[config.mk]
export PLATFORM = sky130hd
export DESIGN_NAME = base64_stream_decoder
export DESIGN_NICKNAME = d
export VERILOG_FILES = /design/src/hw/rtl/b64d_pkg.sv /design/src/hw/rtl/b64d_front.sv /design/src/hw/rtl/b64d_fifo.sv /design/src/hw/rtl/b64d_back.sv /design/src/hw/rtl/base64_stream_decoder.sv
export SDC_FILE = /design/constraint.sdc
export NUM_CORES = 1
export LEC_CHECK = 0
export BUFFER_PORTS_ARGS = -buffer_cell sky130_fd_sc_hd__buf_4
export CAP_MARGIN = 20
export CORE_MARGIN = 2
export CORE_UTILIZATION = 48
export CTS_BUF_LIST = sky130_fd_sc_hd__clkbuf_16
export CTS_CLUSTER_SIZE = 10
export DETAILED_ROUTE_END_ITERATION = 12
export GPL_ROUTABILITY_DRIVEN = 0
export HOLD_SLACK_MARGIN = 0.03
export PLACE_DENSITY = 0.73
export SYNTH_ARGS = -nofsm -noshare
export SYNTH_HDL_FRONTEND = slang
export SYNTH_SLANG_ARGS = --single-unit
[constraint.sdc]
create_clock -name i_clk -period 7.06 [get_ports i_clk]
set_input_delay 0 -clock i_clk [delete_from_list [all_inputs] [get_ports i_clk]]
set_output_delay 0 -clock i_clk [all_outputs]
set_load 0.01 [all_outputs]
[src/hw/rtl/b64d_pkg.sv]
package b64d_pkg;

    localparam logic [7:0] CHAR_PAD = 8'h3d;

    typedef enum logic [2:0] {
        ST_OK           = 3'd0,
        ST_BAD_CHAR     = 3'd1,
        ST_AFTER_PAD    = 3'd2,
        ST_SHORT        = 3'd3,
        ST_PAD_EARLY    = 3'd4,
        ST_TOO_MUCH_PAD = 3'd5
    } t_status;

    typedef struct packed {
        logic       ok;
        logic [5:0] val;
    } t_sextet;

    // One queued group: up to three bytes, most significant first.
    typedef struct packed {
        logic [23:0] bytes;
        logic [1:0]  cnt;
        t_status     status;
        logic        eos;
    } t_grp;

    function automatic t_sextet sextet_of(input logic [7:0] c);
        t_sextet s;
        s.ok  = 1'b1;
        s.val = 6'd0;
        case (c) inside
            [8'h41:8'h5a]: s.val = 6'(c - 8'h41);
            [8'h61:8'h7a]: s.val = 6'(c - 8'h61 + 8'd26);
            [8'h30:8'h39]: s.val = 6'(c - 8'h30 + 8'd52);
            8'h2b:         s.val = 6'd62;
            8'h2f:         s.val = 6'd63;
            default:       s.ok  = 1'b0;
        endcase
        return s;
    endfunction

endpackage

[src/hw/rtl/b64d_front.sv]
module b64d_front (
    input  logic           i_clk,
    input  logic           i_rst_n,
    input  logic           i_valid,
    input  logic [7:0]     i_char,
    input  logic           i_last,
    input  logic           i_full,
    output logic           o_ready,
    output logic           o_push,
    output b64d_pkg::t_grp o_grp
);
    import b64d_pkg::*;

    logic [23:0] r_acc, n_acc;
    logic [1:0]  r_pos, n_pos;
    logic [2:0]  r_pad, n_pad;
    t_status     r_err, n_err;
    logic        w_done;
    logic        w_emit;
    logic        w_accept;
    t_sextet     w_sx;

    assign o_ready  = !i_full;
    assign w_accept = i_valid && o_ready;
    assign w_sx     = sextet_of(i_char);
    assign o_push   = w_accept && w_emit;

    always_comb begin
        n_acc        = r_acc;
        n_pos        = r_pos;
        n_pad        = r_pad;
        n_err        = r_err;
        w_done       = 1'b0;
        w_emit       = 1'b0;
        o_grp.bytes  = n_acc;
        o_grp.cnt    = 2'd3;
        o_grp.status = ST_OK;
        o_grp.eos    = i_last;
        if (r_err == ST_OK) begin
            if (i_char == CHAR_PAD) begin
                if (r_pad != 3'd7) begin
                    n_pad = r_pad + 3'd1;
                end
                n_acc = {r_acc[17:0], 6'd0};
            end else if (r_pad != 3'd0) begin
                n_err = ST_AFTER_PAD;
            end else if (!w_sx.ok) begin
                n_err = ST_BAD_CHAR;
            end else begin
                n_acc = {r_acc[17:0], w_sx.val};
            end
            if (n_err == ST_OK) begin
                w_done = (r_pos == 2'd3);
                n_pos  = r_pos + 2'd1;
            end
            if (w_done) begin
                if (n_pad != 3'd0 && !i_last) begin
                    n_err = ST_PAD_EARLY;
                end else if (n_pad > 3'd2) begin
                    n_err = ST_TOO_MUCH_PAD;
                end else begin
                    w_emit      = 1'b1;
                    o_grp.bytes = n_acc;
                    o_grp.cnt   = 2'd3 - n_pad[1:0];
                end
                n_acc = 24'd0;
                n_pad = 3'd0;
            end else if (n_err == ST_OK && i_last) begin
                n_err = ST_SHORT;
            end
        end
        if (i_last) begin
            if (n_err != ST_OK) begin
                w_emit       = 1'b1;
                o_grp.bytes  = 24'd0;
                o_grp.cnt    = 2'd1;
                o_grp.status = n_err;
            end
            n_acc = 24'd0;
            n_pos = 2'd0;
            n_pad = 3'd0;
            n_err = ST_OK;
        end
    end

    always_ff @(posedge i_clk) begin
        if (!i_rst_n) begin
            r_acc <= 24'd0;
            r_pos <= 2'd0;
            r_pad <= 3'd0;
            r_err <= ST_OK;
        end else if (w_accept) begin
            r_acc <= n_acc;
            r_pos <= n_pos;
            r_pad <= n_pad;
            r_err <= n_err;
        end
    end

endmodule

[src/hw/rtl/b64d_fifo.sv]
module b64d_fifo #(
    parameter int DEPTH = 4
) (
    input  logic           i_clk,
    input  logic           i_rst_n,
    input  logic           i_push,
    input  b64d_pkg::t_grp i_grp,
    input  logic           i_pop,
    output b64d_pkg::t_grp o_grp,
    output logic           o_full,
    output logic           o_empty
);
    import b64d_pkg::*;

    localparam int AW = $clog2(DEPTH);

    t_grp          r_mem [DEPTH];
    logic [AW-1:0] r_wp, r_rp;
    logic [AW:0]   r_cnt;

    assign o_full  = (r_cnt == (AW+1)'(DEPTH));
    assign o_empty = (r_cnt == '0);
    assign o_grp   = r_mem[r_rp];

    always_ff @(posedge i_clk) begin
        if (i_push) begin
            r_mem[r_wp] <= i_grp;
        end
    end

    always_ff @(posedge i_clk) begin
        if (!i_rst_n) begin
            r_wp  <= '0;
            r_rp  <= '0;
            r_cnt <= '0;
        end else begin
            if (i_push) begin
                r_wp <= (r_wp == AW'(DEPTH - 1)) ? '0 : r_wp + 1'b1;
            end
            if (i_pop) begin
                r_rp <= (r_rp == AW'(DEPTH - 1)) ? '0 : r_rp + 1'b1;
            end
            if (i_push && !i_pop) begin
                r_cnt <= r_cnt + 1'b1;
            end else if (i_pop && !i_push) begin
                r_cnt <= r_cnt - 1'b1;
            end
        end
    end

endmodule

[src/hw/rtl/b64d_back.sv]
module b64d_back (
    input  logic              i_clk,
    input  logic              i_rst_n,
    input  b64d_pkg::t_grp    i_grp,
    input  logic              i_empty,
    output logic              o_pop,
    output logic              o_valid,
    output logic [7:0]        o_byte,
    output b64d_pkg::t_status o_status,
    output logic              o_last,
    input  logic              i_ready
);
    import b64d_pkg::*;

    logic [23:0] r_bytes;
    logic [1:0]  r_cnt;
    t_status     r_st;
    logic        r_eos;
    logic        r_ovalid;
    logic [7:0]  r_obyte;
    t_status     r_ost;
    logic        r_olast;
    logic        w_free;
    logic        w_adv;

    assign w_free   = !r_ovalid || i_ready;
    assign w_adv    = w_free && (r_cnt != 2'd0);
    assign o_pop    = !i_empty && ((r_cnt == 2'd0) || (w_adv && r_cnt == 2'd1));
    assign o_valid  = r_ovalid;
    assign o_byte   = r_obyte;
    assign o_status = r_ost;
    assign o_last   = r_olast;

    always_ff @(posedge i_clk) begin
        if (w_adv) begin
            r_obyte <= r_bytes[23:16];
            r_ost   <= r_st;
            r_olast <= r_eos && (r_cnt == 2'd1);
        end
        if (o_pop) begin
            r_bytes <= i_grp.bytes;
            r_st    <= i_grp.status;
            r_eos   <= i_grp.eos;
        end else if (w_adv) begin
            r_bytes <= {r_bytes[15:0], 8'd0};
        end
    end

    always_ff @(posedge i_clk) begin
        if (!i_rst_n) begin
            r_cnt    <= 2'd0;
            r_ovalid <= 1'b0;
        end else begin
            if (w_free) begin
                r_ovalid <= (r_cnt != 2'd0);
            end
            if (o_pop) begin
                r_cnt <= i_grp.cnt;
            end else if (w_adv) begin
                r_cnt <= r_cnt - 2'd1;
            end
        end
    end

endmodule

[src/hw/rtl/base64_stream_decoder.sv]
// Channel   Direction  tdata (low bit up)                       tuser  tlast
// s_axis    in         char_in[7:0]                             -      last_char
// m_axis    out        data_byte[7:0], status[10:8], 0[15:11]   -      end_of_string
//
// One character is taken every cycle while the group queue has room.
// A completed group leaves the back end at one byte per cycle while m_axis is ready,
// so four characters (three bytes) never fall behind.
// Reset is synchronous and clears decoder state, queue pointers and output valid.
// A stalled m_axis holds its transaction; the queue absorbs FIFO_DEPTH groups.
module base64_stream_decoder #(
    parameter int FIFO_DEPTH = 4
) (
    input  logic        i_clk,
    input  logic        i_rst_n,
    input  logic        s_axis_tvalid,
    output logic        s_axis_tready,
    input  logic [7:0]  s_axis_tdata,   // char_in
    input  logic        s_axis_tlast,
    output logic        m_axis_tvalid,
    input  logic        m_axis_tready,
    output logic [15:0] m_axis_tdata,   // data_byte, status, zero fill
    output logic        m_axis_tlast
);
    import b64d_pkg::*;

    t_grp       w_push_grp;
    t_grp       w_pop_grp;
    logic       w_push;
    logic       w_pop;
    logic       w_full;
    logic       w_empty;
    logic [7:0] w_byte;
    t_status    w_status;

    b64d_front u_front (
        .i_clk   (i_clk),
        .i_rst_n (i_rst_n),
        .i_valid (s_axis_tvalid),
        .i_char  (s_axis_tdata),
        .i_last  (s_axis_tlast),
        .i_full  (w_full),
        .o_ready (s_axis_tready),
        .o_push  (w_push),
        .o_grp   (w_push_grp)
    );

    b64d_fifo #(
        .DEPTH (FIFO_DEPTH)
    ) u_fifo (
        .i_clk   (i_clk),
        .i_rst_n (i_rst_n),
        .i_push  (w_push),
        .i_grp   (w_push_grp),
        .i_pop   (w_pop),
        .o_grp   (w_pop_grp),
        .o_full  (w_full),
        .o_empty (w_empty)
    );

    b64d_back u_back (
        .i_clk    (i_clk),
        .i_rst_n  (i_rst_n),
        .i_grp    (w_pop_grp),
        .i_empty  (w_empty),
        .o_pop    (w_pop),
        .o_valid  (m_axis_tvalid),
        .o_byte   (w_byte),
        .o_status (w_status),
        .o_last   (m_axis_tlast),
        .i_ready  (m_axis_tready)
    );

    assign m_axis_tdata = {5'd0, w_status, w_byte};

    a_push_room: assert property (@(posedge i_clk) disable iff (!i_rst_n)
        w_push |-> !w_full)
        else $error("group pushed into a full queue");

    a_push_count: assert property (@(posedge i_clk) disable iff (!i_rst_n)
        w_push |-> w_push_grp.cnt != 2'd0)
        else $error("empty group pushed");

    a_err_result: assert property (@(posedge i_clk) disable iff (!i_rst_n)
        m_axis_tvalid && w_status != ST_OK |-> w_byte == 8'd0 && m_axis_tlast)
        else $error("error result without zero byte or end mark");

endmodule

Yosys cells after proc, flatten, opt, wreduce, memory -nomap -nowiden --
Memories as Yosys holds them, arrays and structs flattened. A register that Yosys moved wholly into a read port is not among the register bits. Index checks and enable logic that the tools add are counted.
Operators by class: reductions and logical operators 35, eq/ne operators 9, $add $sub $neg 13, muxes and demuxes 61, order comparisons 7
Operators with widths (count):
- 24-bit two-way mux | 8
- 26-bit two-way mux | 4
- 29-bit two-way mux | 2
- 3-bit two-way mux | 18
- 6-bit two-way mux | 5
- 8-bit by 6-bit == test with 1-bit output, second input constant | 3
- 2-bit two-way mux | 9
- 8-bit by 7-bit greater-or-equal comparator with 1-bit output, second input constant | 2
- 8-bit by 7-bit less-or-equal comparator with 1-bit output, second input constant | 2
- 1-bit two-way mux | 15
- 1-bit logical AND | 13
- 6-bit subtractor, second input constant | 2
- 2-bit nonzero test | 5
- 3-bit zero test | 3
- 3-bit nonzero test | 3
- 8-bit by 6-bit greater-or-equal comparator with 1-bit output, second input constant | 1
- 8-bit by 6-bit less-or-equal comparator with 1-bit output, second input constant | 1
- 2-bit by 1-bit adder with 2-bit output, second input constant | 3
- 3-bit by 1-bit adder with 3-bit output, second input constant | 2
- 6-bit by 5-bit adder with 6-bit output, second input constant | 1
- 6-bit adder, second input constant | 1
- 2-bit == test, second input constant | 3
- 1-bit zero test | 6
- 6-bit by 1-bit subtractor with 6-bit output, second input constant | 1
- 11 further kinds | 12
Word-level totals: memories kept 1, output and inout bits 19, input port bits 13, logic and storage cells 141, flip-flop bits (word level) 82, RAM bits 120
Memory list:
- u_fifo.r_mem | depth 4, bits a word 30, read ports 1, clocked after Yosys merged registers in 1, write ports 1, line b64d_fifo.sv:17 | t_grp r_mem [DEPTH];

Logic depth before layout (Yosys ltp) --
depth in word-level cells 23, mapped depth 16, depth with buffers taken out 14

Hierarchy --
A second synthesis with hierarchy kept.
Unflattened totals: cells, all modules 649, area total of the unflattened synthesis 8997.4 sq um
By module, submodules not included:
- b64d_fifo | cells an instance 200, times used 1, area an instance 4785.8 sq um, sequential area each 3783.6 sq um
- b64d_front | cells an instance 354, times used 1, area an instance 2499.9 sq um, sequential area each 640.6 sq um
- b64d_back | cells an instance 89, times used 1, area an instance 1670.4 sq um, sequential area each 1261.2 sq um
- base64_stream_decoder | cells an instance 6, times used 1, area an instance 41.3 sq um, sequential area each 0.0 sq um

Worst setup path after synthesis --
No wires, ideal clock.
path type reg2reg, from reg u_front.r_pad[0], to reg u_fifo.r_cnt[2], data arrival time 3.290 ns, data required time 6.984 ns, clock period less this slack 3.365 ns, setup slack 3.695 ns, stages on the path, launching flop included 14, setup time 0.076 ns, buffers on the path 0, cells stage by stage dfxtp_1 inv_1 ha_1 nor2b_1 nand4_1 a311oi_4 a21oi_1 nor2_1 ha_1 inv_1 fa_1 xor2_1 or3_1 a21boi_0
Between the ends: cells in the longest elaborated chain, start to end 16, elaborated cells between the ends (all ways) 34, classes of those cells 1 x add/sub; 1 x order compare; 1 x eq/ne; 20 x mux; 11 x reduce/logical
RTL lines:
- start, declared | line b64d_front.sv:16 | logic [2:0] r_pad, n_pad;
- start signal, assigned | line b64d_front.sv:95 | r_pad <= n_pad;
- 3-bit by 1-bit adder with 3-bit output (tied with other cells) | line b64d_front.sv:42 | n_pad = r_pad + 3'd1;
- 3-bit two-way mux, on equally long branches | line b64d_front.sv:41, b64d_front.sv:45
- 3-bit two-way mux | line b64d_front.sv:40 | if (i_char == CHAR_PAD) begin
- 3-bit two-way mux | line b64d_front.sv:39 | if (r_err == ST_OK) begin
- 3-bit by 2-bit > comparator with 1-bit output (tied with other cells) | line b64d_front.sv:59 | end else if (n_pad > 3'd2) begin
- 3-bit two-way mux (tied with other cells) | line b64d_front.sv:59
- 3-bit two-way mux (tied with other cells) | line b64d_front.sv:57 | if (n_pad != 3'd0 && !i_last) begin
- 3-bit two-way mux | line b64d_front.sv:56 | if (w_done) begin
- 3-bit two-way mux | line b64d_front.sv:39
- 3-bit nonzero test | line b64d_front.sv:73 | if (n_err != ST_OK) begin
- 1-bit two-way mux | line b64d_front.sv:73
- 1-bit two-way mux * | line b64d_front.sv:72 | if (i_last) begin
- 1-bit logical AND * | line b64d_front.sv:26 | assign o_push = w_accept && w_emit;
- net u_fifo.i_push | line b64d_fifo.sv:6 | input logic i_push,
- 1-bit zero test | line b64d_fifo.sv:45 | end else if (i_pop && !i_push) begin
- 1-bit logical AND | line b64d_fifo.sv:45
- 2-bit nonzero test (no source line)
- end signal, assigned | line b64d_fifo.sv:44 | r_cnt <= r_cnt + 1'b1;
- end signal, assigned | line b64d_fifo.sv:46 | r_cnt <= r_cnt - 1'b1;
- end, declared | line b64d_fifo.sv:19 | logic [AW:0] r_cnt;
The timed path passes the listed nets; every way through them passes the cells marked *. The select of a mux whose other input is x is not followed. A chain may end at the register's enable or synchronous reset.

Worst setup path after layout --
Same ends and word-level chain as after synthesis.

==> impl_results.rst <==
.. list-table::
   :header-rows: 1

   * - Metric
     - Value
   * - Endpoint required time on the critical path
     - 7.47 ns
   * - Number of cell rows
     - 50
   * - Total negative setup slack
     - 0 ns
   * - Library cell occupying the most area in the post-synthesis netlist
     - sky130_fd_sc_hd__edfxtp_1
   * - Top_reg_cell synth
     - sky130_fd_sc_hd__edfxtp_1
   * - Core Footprint
     - roughly 0.019 sq mm
   * - Register clock-pin slew on the reported worst setup and hold paths
     - 0.06 ns
   * - Worst clock skew
     - 0.0149 ns
   * - Clock Latency Late Sink
     - approximately 0.50 ns
   * - Post-CTS Setup Inserts
     - 0
   * - Critical path buffer and inverter count
     - 2
   * - Core utilization of the finished layout
     - between 50% and 60%
   * - Vias in the first global route
     - between 5000 and 6000
   * - List of cells traversed by the critical path
     - inv_1 -> ha_1 -> nor2b_1 -> nand4_1 -> a311oi_4 -> a21oi_1 -> nor2_1 -> ha_1 -> inv_1 -> fa_1 -> xor2_1 -> or3_1 -> a21boi_0
   * - Post-synthesis register bit count
     - 204
   * - Starting utilization of the core area
     - 48.5%
   * - Final Net Count
     - 737
   * - Leading cell types by count after synthesis
     - sky130_fd_sc_hd__edfxtp_1, sky130_fd_sc_hd__nand2_1, sky130_fd_sc_hd__dfxtp_1
   * - Number of max-capacitance violations reported
     - 0
   * - Die area
     - roughly 0.020 sq mm
   * - Post-Syn Instances
     - roughly 670
   * - First DRT Iteration DRCs
     - 506
   * - Die width
     - 141 um
   * - CP endpoint kind
     - flip-flop
   * - Lkg Pwr
     - 3.60 nW
   * - TritonCTS clock tree
     - yes
   * - Count of yosys warnings during synthesis
     - 0
   * - Post-synth EDFFs
     - between 150 and 200
   * - Share of cells above drive strength 1
     - 15.3%
   * - Run status
     - finished clean
   * - Placed wire-length estimate after detailed placement
     - 11000 um
   * - Final worst path period share
     - 56.5%
   * - IO Count
     - 32
   * - Vias
     - 5370
   * - Worst setup startpoint
     - u_front.r_pad[0]$_SDFFE_PN0P_
   * - Hold slack
     - 0.152 ns
   * - Classification of the worst setup path
     - flip-flop to flip-flop
   * - Average wire per cell in the routed design
     - 18.2 um
   * - Fraction of registers with async set or reset after synthesis
     - 0%
   * - Post-cts hold buffer count
     - 5
   * - Worst path max stage delay
     - 0.45 ns
   * - Vias per std cell
     - 5.63
   * - Area growth from synthesis to layout
     - 12.6%
   * - Critical path's slowest cell
     - sky130_fd_sc_hd__a311oi_4
   * - Max transition margin
     - 34.9%
   * - Die height
     - between 100 and 150 um
   * - Final count of pins violating max slew
     - 0
   * - P per Cell Area
     - around 330 mW/mm^2
   * - Remaining global-route overflow
     - 0
   * - Maximum number of pins on one net before global-route repair
     - 43
   * - Cells taking the most area after synthesis
     - sky130_fd_sc_hd__edfxtp_1, sky130_fd_sc_hd__dfxtp_1, sky130_fd_sc_hd__mux4_2
   * - Filler-free cell count of the finished design
     - 954
   * - Detailed-route DRC error count
     - 0
   * - Cell at the root of the clock tree
     - sky130_fd_sc_hd__clkbuf_16
   * - Final hold vios
     - 0
   * - Maximum clock frequency
     - between 200 and 300 MHz
   * - Worst Path Max Fanout
     - 7
   * - Min cycle time layout
     - 3.99 ns
   * - Detailed-routing iteration count for the pre-antenna-repair pass
     - 5
   * - Arrival time at the worst endpoint
     - 4.40 ns
   * - H-tree depth
     - 1
   * - Sequential-to-total area share from yosys stat
     - between 60% and 70%
   * - Least-Margin Pin Slew
     - 0.973 ns
   * - Yosys cell types
     - 64
   * - Hold Crit Class
     - primary input to flip-flop
   * - Worst r2r src
     - u_front.r_pad[0]$_SDFFE_PN0P_
   * - Largest delay contributor family on the critical path
     - simple AND/OR/NAND/NOR gates
   * - Fill cell total of the finished layout
     - 1451
   * - Worst hold path startpoint
     - s_axis_tdata[6]
   * - Setup repair after global routing missed its margin
     - false
   * - # setup viols final
     - 0
   * - DP Cell Count
     - 906
   * - Initial antenna violation count
     - 0
   * - Post-route cell area
     - 0.0101 sq mm
   * - Diodes inserted
     - 0
   * - Resized Gates After CTS
     - 0
   * - Post-placement cell area
     - 0.00937 sq mm
   * - Maximum vdd ir drop
     - 166 uV
   * - Critical Path Source Type
     - flip-flop
   * - Count of buffers from port buffering
     - 26
   * - Proportion of netlist area held by the largest area contributor
     - 53.5%
   * - Mean post-synth cell area
     - around 13 sq um
   * - Total CTS buffers
     - 24
   * - Final antenna-violating net count
     - 0
   * - Wire length of the first global-routing pass
     - 28400 um
   * - # clock sinks
     - just over 200
   * - Most frequent cell after synthesis
     - sky130_fd_sc_hd__edfxtp_1
   * - Final WL
     - 17300 um
   * - Total routing resource utilization after global routing
     - 18.0%
   * - Post-synthesis instance area
     - ~0.0090 sq mm
   * - CTS max path bufs
     - 3
[worst paths after layout]
check                                                      to  slack, ns  cells after the start
worst max-delay path             u_fifo.r_cnt[2]$_SDFFE_PN0P_       3.07                     13
worst min-delay path            u_front.r_acc[0]$_SDFFE_PN0P_       0.15                      6
worst max register to register   u_fifo.r_cnt[2]$_SDFFE_PN0P_       3.07                     13
worst min register to register     u_back.o_byte[6]$_DFFE_PP_       0.42                      0
[registers in the layout (all words and copies together) (netlist names), named ones only]
| name | cells |
|---|---|
| u_back.o_last | 1 |
| u_back.r_eos | 1 |
| u_back.r_cnt | 2 |
| u_fifo.r_mem | 120 |
| u_back.o_valid | 1 |
| u_fifo.r_cnt | 3 |
| u_front.r_pos | 2 |
| u_fifo.r_rp | 2 |
| u_back.o_status | 3 |
| u_back.r_bytes | 24 |
| u_back.o_byte | 8 |
| u_front.r_err | 3 |
| u_fifo.r_wp | 2 |
| u_front.r_acc | 24 |
| u_back.r_st | 3 |
| u_front.r_pad | 3 |
[routing by layer]
layer | global-route usage, % | vias up | share of wire (%) | routed length [um]
met2 | 31.1 | 159 | 50 | 8630
met1 | 23.8 | 2639 | 44 | 7620
met3 | 2.75 | 19 | 4.8 | 832
li1 | - | 2553 | - | -
met4 | 5.05 | 0 | 1.4 | 243
met5 | 0 | - | 0 | 0
[worst register-to-register path, delay by kind of cell, from the launching register on]
family                   cells  cell delay, ns
AO/OA/AOI/OAI                3            0.92
XOR/XNOR                     1            0.18
adder cells (fa/ha/maj)      3            0.86
buffers and inverters        2            0.24
flip-flops                   1            0.34
AND/OR/NAND/NOR              4            1.36
[metrics by stage]
stage          setup WS [ns]  power [mW]
5_1_grt                 2.79        3.54
3_5_place_dp            3.13        2.33
3_3_place_gp            3.40        2.30
2_1_floorplan           3.69        2.11
6_report                3.07        3.37
4_1_cts                 3.11        3.41
[cell families (layout without fill, tap and decap cells)]
group	after synthesis	in the layout	synth area share [%]
AO/OA/AOI/OAI	118	118	9.50
other	1	5	0.0417
adder cells (fa/ha/maj)	22	22	3.12
buffers and inverters	55	99	2.84
XOR/XNOR	7	7	0.682
AND/OR/NAND/NOR	227	227	12.1
multiplexers	38	38	8.43
flip-flops	204	204	63.3
[report_power, final]
| group | internal [mW] | leakage, nW | total [mW] | switching [mW] |
|---|---|---|---|---|
| clock | 0.630 | 0.399 | 1.06 | 0.435 |
| sequential | 1.54 | 1.93 | 1.61 | 0.0694 |
| combinational | 0.285 | 1.28 | 0.693 | 0.409 |
| total | 2.46 | 3.60 | 3.37 | 0.913 |
[placed cells by master (no fill, tap or decap), types with 7 or more instances in the layout]
| cell | instances |
|---|---|
| sky130_fd_sc_hd__inv_1 | 33 |
| sky130_fd_sc_hd__and2_1 | 18 |
| sky130_fd_sc_hd__o21ai_2 | 9 |
| sky130_fd_sc_hd__o21ai_0 | 22 |
| sky130_fd_sc_hd__clkbuf_16 | 25 |
| sky130_fd_sc_hd__dfxtp_1 | 43 |
| sky130_fd_sc_hd__mux4_2 | 30 |
| sky130_fd_sc_hd__buf_4 | 33 |
| sky130_fd_sc_hd__ha_1 | 20 |
| sky130_fd_sc_hd__a21boi_0 | 10 |
| sky130_fd_sc_hd__edfxtp_1 | 160 |
| sky130_fd_sc_hd__nand2_1 | 118 |
| sky130_fd_sc_hd__nor2b_1 | 30 |
| sky130_fd_sc_hd__mux2i_1 | 7 |
| sky130_fd_sc_hd__a21oi_1 | 16 |
| sky130_fd_sc_hd__a22oi_1 | 20 |
| sky130_fd_sc_hd__nand3_1 | 10 |
| sky130_fd_sc_hd__nor2_1 | 23 |
[area by class of cell]
class / instances / area, sq um / share of cell area (%)
flip-flops and latches: 204 / 5690 / 56.2
multi-input cells: 417 / 3060 / 30.2
clock buffers: 25 / 626 / 6.19
repair buffers: 39 / 318 / 3.14
well taps: 234 / 293 / 2.89
clock inverters: 18 / 68.8 / 0.680
inverters: 17 / 63.8 / 0.631
No activity file was read; power rests on OpenSTA's default activity.
